### src/hw/rtl/lha_pkg.sv
// shared types, codes and constants of the latched hazard alarm
package lha_pkg;

    localparam int unsigned SAMPLE_W = 10;
    localparam int unsigned CMD_W    = 2;
    localparam int unsigned STATE_W  = 3;
    localparam int unsigned CFG_IDX_W = 3;

    typedef logic [SAMPLE_W-1:0] t_sample;
    typedef logic [CMD_W-1:0]    t_cmd;

    typedef enum logic [STATE_W-1:0] {
        ST_STANDBY  = 3'd0,
        ST_ACTIVE   = 3'd1,
        ST_GAS      = 3'd2,
        ST_BLACKOUT = 3'd3,
        ST_TEMP     = 3'd4,
        ST_MULTI    = 3'd5
    } t_alarm_state;

    localparam t_cmd CMD_ACTIVATE   = 2'd1;
    localparam t_cmd CMD_TEMP_RESET = 2'd3;

    localparam logic [CFG_IDX_W-1:0] REG_DROP_THRESHOLD  = 3'd0;
    localparam logic [CFG_IDX_W-1:0] REG_BRIGHT_LEVEL    = 3'd1;
    localparam logic [CFG_IDX_W-1:0] REG_GAS_SET_LEVEL   = 3'd2;
    localparam logic [CFG_IDX_W-1:0] REG_GAS_CLEAR_LEVEL = 3'd3;
    localparam logic [CFG_IDX_W-1:0] REG_TEMP_RAW_LIMIT  = 3'd4;

    localparam t_sample RST_DROP_THRESHOLD  = 10'd300;
    localparam t_sample RST_BRIGHT_LEVEL    = 10'd400;
    localparam t_sample RST_GAS_SET_LEVEL   = 10'd180;
    localparam t_sample RST_GAS_CLEAR_LEVEL = 10'd130;
    localparam t_sample RST_TEMP_RAW_LIMIT  = 10'd194;

    typedef struct packed {
        t_sample drop_threshold;
        t_sample bright_level;
        t_sample gas_set_level;
        t_sample gas_clear_level;
        t_sample temp_raw_limit;
    } t_lha_cfg;

    typedef struct packed {
        t_alarm_state mode;
        t_sample      last_light;
        logic         last_light_valid;
        logic         armed;
        logic         temp_latch;
        logic         blackout_latch;
        logic         gas_latch;
    } t_lha_state;

    typedef struct packed {
        t_sample light_sample;
        t_sample gas_sample;
        t_sample temp_sample;
        t_cmd    command;
    } t_lha_item;

    typedef struct packed {
        logic [STATE_W-1:0] alarm_state;
        logic               door_lock;
        logic               buzzer_on;
    } t_lha_result;

endpackage

### src/hw/rtl/lha_in_if.sv
// sample channel interface: light, gas, temperature and command
interface lha_in_if
    import lha_pkg::*;
();
    logic    valid;
    logic    ready;
    t_sample light_sample;
    t_sample gas_sample;
    t_sample temp_sample;
    t_cmd    command;

    modport source (
        output valid, light_sample, gas_sample, temp_sample, command,
        input  ready
    );
    modport sink (
        input  valid, light_sample, gas_sample, temp_sample, command,
        output ready
    );
endinterface

### src/hw/rtl/lha_out_if.sv
// result channel interface: alarm state, door lock and buzzer
interface lha_out_if
    import lha_pkg::*;
();
    logic               valid;
    logic               ready;
    logic [STATE_W-1:0] alarm_state;
    logic               door_lock;
    logic               buzzer_on;

    modport source (
        output valid, alarm_state, door_lock, buzzer_on,
        input  ready
    );
    modport sink (
        input  valid, alarm_state, door_lock, buzzer_on,
        output ready
    );
endinterface

### src/hw/rtl/latched_hazard_alarm_fsm_core.sv
// latched hazard alarm top level: config, state registers and result queue
//
// channel   dir  handshake       payload
// i_in      in   valid / ready   light_sample, gas_sample, temp_sample, command
// o_res     out  valid / ready   alarm_state, door_lock, buzzer_on
// i_cfg_*   in   write enable    register index, 10-bit data
//
// one transaction per cycle while i_in.ready is high; its result is registered into
// a two-entry result buffer (output register plus skid) that decouples the sides,
// so input stalls only when both entries hold results not yet taken
// synchronous active-low reset restores register defaults and standby state
module latched_hazard_alarm_fsm_core
    import lha_pkg::*;
(
    input  logic                 i_clk,
    input  logic                 i_rst_n,
    lha_in_if.sink               i_in,
    lha_out_if.source            o_res,
    input  logic                 i_cfg_we,
    input  logic [CFG_IDX_W-1:0] i_cfg_idx,
    input  t_sample              i_cfg_data
);

    t_lha_cfg    r_cfg;
    t_lha_state  r_state;
    t_lha_state  n_state;
    t_lha_item   item;
    t_lha_result result;
    t_lha_result r_out;
    t_lha_result r_skid;
    logic        r_out_v;
    logic        r_skid_v;
    logic        acc;
    logic        pop;

    assign item.light_sample = i_in.light_sample;
    assign item.gas_sample   = i_in.gas_sample;
    assign item.temp_sample  = i_in.temp_sample;
    assign item.command      = i_in.command;

    assign i_in.ready = !r_skid_v;
    assign acc        = i_in.valid && !r_skid_v;
    assign pop        = r_out_v && o_res.ready;

    lha_step u_step (
        .i_cfg    (r_cfg),
        .i_state  (r_state),
        .i_item   (item),
        .o_state  (n_state),
        .o_result (result)
    );

    always_ff @(posedge i_clk) begin
        if (!i_rst_n) begin
            r_cfg.drop_threshold  <= RST_DROP_THRESHOLD;
            r_cfg.bright_level    <= RST_BRIGHT_LEVEL;
            r_cfg.gas_set_level   <= RST_GAS_SET_LEVEL;
            r_cfg.gas_clear_level <= RST_GAS_CLEAR_LEVEL;
            r_cfg.temp_raw_limit  <= RST_TEMP_RAW_LIMIT;
        end else if (i_cfg_we) begin
            case (i_cfg_idx)
                REG_DROP_THRESHOLD:  r_cfg.drop_threshold  <= i_cfg_data;
                REG_BRIGHT_LEVEL:    r_cfg.bright_level    <= i_cfg_data;
                REG_GAS_SET_LEVEL:   r_cfg.gas_set_level   <= i_cfg_data;
                REG_GAS_CLEAR_LEVEL: r_cfg.gas_clear_level <= i_cfg_data;
                REG_TEMP_RAW_LIMIT:  r_cfg.temp_raw_limit  <= i_cfg_data;
                default: begin
                end
            endcase
        end
    end

    always_ff @(posedge i_clk) begin
        if (!i_rst_n) begin
            r_state.mode             <= ST_STANDBY;
            r_state.last_light       <= '0;
            r_state.last_light_valid <= 1'b0;
            r_state.armed            <= 1'b0;
            r_state.temp_latch       <= 1'b0;
            r_state.blackout_latch   <= 1'b0;
            r_state.gas_latch        <= 1'b0;
        end else if (acc) begin
            r_state <= n_state;
        end
    end

    // result buffer: output register in front, skid behind it
    always_ff @(posedge i_clk) begin
        if (!i_rst_n) begin
            r_out_v  <= 1'b0;
            r_skid_v <= 1'b0;
        end else if (!r_out_v) begin
            r_out_v <= acc;
        end else if (pop) begin
            if (r_skid_v) begin
                r_skid_v <= 1'b0;
            end else begin
                r_out_v <= acc;
            end
        end else begin
            r_skid_v <= r_skid_v || acc;
        end
    end

    always_ff @(posedge i_clk) begin
        if (!r_out_v || (pop && !r_skid_v)) begin
            if (acc) begin
                r_out <= result;
            end
        end else if (pop) begin
            r_out <= r_skid;
        end
        if (r_out_v && !pop && acc) begin
            r_skid <= result;
        end
    end

    assign o_res.valid       = r_out_v;
    assign o_res.alarm_state = r_out.alarm_state;
    assign o_res.door_lock   = r_out.door_lock;
    assign o_res.buzzer_on   = r_out.buzzer_on;

`ifndef SYNTHESIS
    a_skid_behind_out: assert property (@(posedge i_clk) disable iff (!i_rst_n)
        r_skid_v |-> r_out_v)
        else $error("skid entry held with empty output register");

    a_armed_sticky: assert property (@(posedge i_clk) disable iff (!i_rst_n)
        r_state.armed |=> r_state.armed)
        else $error("armed flag dropped");

    a_temp_reset_clears: assert property (@(posedge i_clk) disable iff (!i_rst_n)
        (acc && (i_in.command == CMD_TEMP_RESET)) |=> !r_state.temp_latch)
        else $error("temperature latch not cleared by reset command");

    a_mode_holds_idle: assert property (@(posedge i_clk) disable iff (!i_rst_n)
        !acc |=> $stable(r_state.mode))
        else $error("mode changed without a transaction");

    a_result_holds_stall: assert property (@(posedge i_clk) disable iff (!i_rst_n)
        (r_out_v && !o_res.ready) |=> (r_out_v && $stable(r_out)))
        else $error("stalled result changed");
`endif

endmodule

### src/hw/rtl/lha_step.sv
// next-state and result logic for one sample transaction
module lha_step
    import lha_pkg::*;
(
    input  t_lha_cfg    i_cfg,
    input  t_lha_state  i_state,
    input  t_lha_item   i_item,
    output t_lha_state  o_state,
    output t_lha_result o_result
);

    logic [SAMPLE_W:0] drop_amount;
    logic              drop_hit;
    logic              blackout;
    logic              gas;
    logic              temp;
    t_alarm_state      mode;
    logic              update;

    always_comb begin
        drop_amount = {1'b0, i_state.last_light} - {1'b0, i_item.light_sample};
        drop_hit    = i_state.last_light_valid
                   && (i_state.last_light > i_item.light_sample)
                   && (drop_amount > {1'b0, i_cfg.drop_threshold});

        // clear beats set on both latches
        blackout = (drop_hit || i_state.blackout_latch)
                && !(i_item.light_sample > i_cfg.bright_level);
        gas      = ((i_item.gas_sample > i_cfg.gas_set_level) || i_state.gas_latch)
                && !(i_item.gas_sample < i_cfg.gas_clear_level);
        temp     = i_state.temp_latch || (i_item.temp_sample > i_cfg.temp_raw_limit);

        update = temp || i_state.armed;
        if (temp) begin
            mode = ST_TEMP;
        end else if (i_state.armed) begin
            if (gas && blackout) begin
                mode = ST_MULTI;
            end else if (gas) begin
                mode = ST_GAS;
            end else if (blackout) begin
                mode = ST_BLACKOUT;
            end else begin
                mode = ST_ACTIVE;
            end
        end else begin
            mode = i_state.mode;
        end

        o_result.alarm_state = mode;
        o_result.door_lock   = (mode == ST_TEMP);
        o_result.buzzer_on   = (mode == ST_MULTI);

        // command takes effect after the result is formed
        o_state.blackout_latch   = blackout;
        o_state.gas_latch        = gas;
        o_state.last_light       = update ? i_item.light_sample : i_state.last_light;
        o_state.last_light_valid = update || i_state.last_light_valid;
        o_state.armed            = i_state.armed;
        o_state.temp_latch       = temp;
        o_state.mode             = mode;
        case (i_item.command)
            CMD_ACTIVATE: begin
                o_state.armed = 1'b1;
            end
            CMD_TEMP_RESET: begin
                o_state.temp_latch = 1'b0;
                if (!i_state.armed) begin
                    o_state.mode = ST_STANDBY;
                end
            end
            default: begin
            end
        endcase
    end

endmodule

### src/flat_wrapper.sv
// flat-port wrapper written by rule: the top's interface ports become plain ports
module latched_hazard_alarm_fsm_core_flat import lha_pkg::*;
  (i_clk, i_rst_n, i_cfg_we, i_cfg_idx, i_cfg_data, i_in_valid, i_in_light_sample, i_in_gas_sample, i_in_temp_sample, i_in_command, i_in_ready, o_res_valid, o_res_alarm_state, o_res_door_lock, o_res_buzzer_on, o_res_ready);
  lha_in_if i_in_i ();
  lha_out_if o_res_i ();
  input  logic i_clk;
  input  logic i_rst_n;
  input  logic i_cfg_we;
  input  logic [CFG_IDX_W-1:0] i_cfg_idx;
  input  t_sample i_cfg_data;
  input wire logic [$bits(i_in_i.valid)-1:0] i_in_valid;
  input wire logic [$bits(i_in_i.light_sample)-1:0] i_in_light_sample;
  input wire logic [$bits(i_in_i.gas_sample)-1:0] i_in_gas_sample;
  input wire logic [$bits(i_in_i.temp_sample)-1:0] i_in_temp_sample;
  input wire logic [$bits(i_in_i.command)-1:0] i_in_command;
  output wire logic [$bits(i_in_i.ready)-1:0] i_in_ready;
  output wire logic [$bits(o_res_i.valid)-1:0] o_res_valid;
  output wire logic [$bits(o_res_i.alarm_state)-1:0] o_res_alarm_state;
  output wire logic [$bits(o_res_i.door_lock)-1:0] o_res_door_lock;
  output wire logic [$bits(o_res_i.buzzer_on)-1:0] o_res_buzzer_on;
  input wire logic [$bits(o_res_i.ready)-1:0] o_res_ready;
  assign i_in_i.valid = i_in_valid;
  assign i_in_i.light_sample = i_in_light_sample;
  assign i_in_i.gas_sample = i_in_gas_sample;
  assign i_in_i.temp_sample = i_in_temp_sample;
  assign i_in_i.command = i_in_command;
  assign i_in_ready = i_in_i.ready;
  assign o_res_valid = o_res_i.valid;
  assign o_res_alarm_state = o_res_i.alarm_state;
  assign o_res_door_lock = o_res_i.door_lock;
  assign o_res_buzzer_on = o_res_i.buzzer_on;
  assign o_res_i.ready = o_res_ready;
  latched_hazard_alarm_fsm_core u_core (.i_clk(i_clk), .i_rst_n(i_rst_n), .i_in(i_in_i), .o_res(o_res_i), .i_cfg_we(i_cfg_we), .i_cfg_idx(i_cfg_idx), .i_cfg_data(i_cfg_data));
endmodule
### config.mk
export PLATFORM = sky130hd
export DESIGN_NAME = latched_hazard_alarm_fsm_core_flat
export DESIGN_NICKNAME = d
export VERILOG_FILES = /design/src/hw/rtl/lha_pkg.sv /design/src/hw/rtl/lha_in_if.sv /design/src/hw/rtl/lha_out_if.sv /design/src/hw/rtl/latched_hazard_alarm_fsm_core.sv /design/src/hw/rtl/lha_step.sv /design/src/flat_wrapper.sv
export SDC_FILE = /design/constraint.sdc
export NUM_CORES = 1
export LEC_CHECK = 0
export BUFFER_PORTS_ARGS = -buffer_cell sky130_fd_sc_hd__buf_4
export CELL_PAD_IN_SITES_DETAIL_PLACEMENT = 1
export CELL_PAD_IN_SITES_GLOBAL_PLACEMENT = 2
export CORE_MARGIN = 4
export CORE_UTILIZATION = 31
export DETAILED_ROUTE_END_ITERATION = 16
export PLACE_DENSITY_LB_ADDON = 0.1
export SLEW_MARGIN = 10
export SYNTH_ARGS = -nofsm -noshare
export SYNTH_HDL_FRONTEND = slang
export SYNTH_SLANG_ARGS = --single-unit
### constraint.sdc
create_clock -name i_clk -period 13.5 [get_ports i_clk]
set_input_delay 2.7 -clock i_clk [delete_from_list [all_inputs] [get_ports i_clk]]
set_output_delay 2.7 -clock i_clk [all_outputs]
set_load 0.01 [all_outputs]
==> metrics.cfg <==
[setup_path]
cp_top_family=compound AO/OA/AOI/OAI gates
r2r_cells=20
crit_chain=buf_4 > ha_1 > inv_1 > fa_1 > a211oi_1 > o21a_1 > nor2_1 > a21oi_1 > xnor2_1 > ha_1 > a21o_1 > a211oi_1 > o211a_1 > o32ai_1 > a41oi_1 > or2_1 > ha_1 > a31oi_1 > o21bai_1 > mux2_2
crit_type=input pin to flip-flop
crit_top_cell=ha_1
crit_slowest_cell=fa_1
crit_path_end_kind=flip-flop
path_depth=20
worstPathRequired_ns=13.59
cp.arrival_ns=6.65
startpoint_type=input pin
critPathBufInv=2
cp_max_fo=3
critPathMaxStageDelay_ns=0.41

[clocking]
clockBufferDepth=2
cts_tree=built
numClockSinks=80
ctsHoldBuffers=0
insertion_delay_ns=0.34
path_clk_slew_ns=0.07
htreeDepth=3
cts-resized-gates=0
numCtsBuffers=9
clockRootBuffer=clkbuf_16
cts_setup_buffers=0

[power_and_ir_drop]
ir_drop_mv=0.0564
sw_frac_of_total=0.273
p_total_mw=0.643
seqPwrFrac=0.400
p_leak_nw=2.43
clkPwrFrac=0.411
cellPowerDensity_nw_per_um2=113
p_sw_mw=0.175
power_frac_comb=0.189
internal_power_mw=0.467

[global_route]
grt_pass1_wl_um=22600
antenna_found_initial=0
grt_start_max_net_pins=82
track_usage=0.162
first_global_vias=4317
overflow=0

[status]
status=completed

[logic_synthesis]
ys_warn_count=0
synth_area_sq_um=4790
synth_nets=681
synth_edf_count=10
netlist_instances=569
yosys.cell_types.count=49
synthFlopType=dfxtp_1
syn_area_per_cell_sq_um=8.43
ys_async_sr_fraction=0
ys_seq_area_frac=0.355
ys_ff_latch=80

[sta]
finalSetupViolations=0
rsz0062_at_grt=false
finalCritPeriodShare=0.486
period_minus_slack_ns=6.56
fin_skew_ns=0.0115
hold_viol=0
fmax_ghz=0.152
setup_tns_ns=0
relSlewSlack=0.456
tightest_slew_ns=0.812
finalMaxSlewViolations=0

[route]
drtPass1Iterations=4
drc_errors=0
wl_per_cell_um=17.0
vias_per_cell=5.06
ant_nets=0
routed_wl_um=13700
vias=4101
drt_iter0_markers=167

[die]
die-height_um=132
fp.coreArea_sq_um=15200
row_count=45
initial_core_util=0.315
io_pins=57
die_x_um=132
design.die.area_sq_um=17500

[layout]
layout_common_cells=nand2_1, dfxtp_1, inv_1
final_cell_count_no_fill=810
drive_above_1_share=0.127
final_area_sq_um=5680
final_common_cell=nand2_1
nNetsFinal=729
diodes=0
area_delta_synth_final_pct=18.5

[place]
placed_area_sq_um=5370
dp.cells=794
dpl.hpwl_um=10400
port_buffers=56
place_congestion=0.841

[job]
drv_cap=0

[hold_path]
whs_path_depth=2
hold_path.class=flip-flop to flip-flop

-- flip-flops by register name (all words and copies together) (netlist names) --
register                  flops
u_core.o_res.valid            1
u_core.r_cfg                 50
u_core.r_state               18
u_core.o_res.door_lock        1
u_core.r_skid                 5
u_core.o_res.alarm_state      3
u_core.o_res.buzzer_on        1
u_core.r_skid_v               1
-- cell families (layout without fill, tap and decap cells) --
group / after synthesis / count (layout) / share of synthesized area
adder cells (fa/ha/maj): 62 / 62 / 0.163
AO/OA/AOI/OAI: 137 / 137 / 0.201
buffers and inverters: 83 / 136 / 0.0665
XOR/XNOR: 7 / 7 / 0.0128
AND/OR/NAND/NOR: 185 / 185 / 0.169
flip-flops: 80 / 80 / 0.355
multiplexers: 15 / 15 / 0.0326
-- per-layer routing --
metal / share of wire / routed length [um] / global-route usage
met1: 0.49 / 6740 / 0.217
met5: 0 / 0 / 0
met2: 0.47 / 6460 / 0.271
met4: 0.012 / 159 / 0.0456
met3: 0.027 / 376 / 0.0248
-- synthesized netlist by cell type (all sizes together), types with 11 or more instances --
cell | n | area share
o21ai | 11 | 0.011
a21o | 12 | 0.019
clkbuf | 18 | 0.014
dfxtp | 70 | 0.29
inv | 64 | 0.050
nand2 | 118 | 0.092
o211ai | 18 | 0.028
ha | 61 | 0.16
a21oi | 24 | 0.026
nor2 | 16 | 0.013
a21boi | 37 | 0.058
-- worst min-delay path, stage by stage (launching register included) --
cell	delay [ns]
dfxtp_1	0.32
nand2_1	0.05
mux2i_1	0.05
-- cell type report --
type,count,area [sq um]
fill,1771,9520
inverter,64,240
timing repair buffer,56,420
clock buffer,10,229
multi-input combinational,406,2770
sequential,80,1700
clock inverter,6,82.6
tap,188,235
-- metrics by stage --
stage / hold WS (ns) / util / worst slack [ns]
2_1_floorplan: 0.430 / - / 7.18
3_3_place_gp: 0.445 / 0.353 / 6.78
3_5_place_dp: 0.463 / 0.353 / 6.66
4_1_cts: 0.471 / 0.374 / 6.93
5_1_grt: 0.481 / 0.374 / 6.61
6_report: 0.464 / 0.374 / 6.94
-- power groups by stage --
stage | Clock, mW | Sequential (mW) | Combinational, mW
floorplan | 0 | 0.262 | 0.0770
global placement | 0 | 0.262 | 0.118
detailed placement | 0 | 0.263 | 0.122
CTS | 0.274 | 0.257 | 0.123
global route | 0.283 | 0.259 | 0.138
finish | 0.264 | 0.257 | 0.121
-- worst paths after layout --
kind,endpoint,slack (ns),from
worst max-delay path,u_core.o_res.door_lock$_DFFE_PP_,6.94,i_in_light_sample[0]
worst min register to register,u_core.r_state[5]$_SDFFE_PN0P_,0.46,u_core.r_state[5]$_SDFFE_PN0P_
worst max register to register,u_core.o_res.door_lock$_DFFE_PP_,9.03,u_core.r_state[5]$_SDFFE_PN0P_
worst min-delay path,u_core.r_state[5]$_SDFFE_PN0P_,0.46,u_core.r_state[5]$_SDFFE_PN0P_
(Power assumes the default switching activity.)
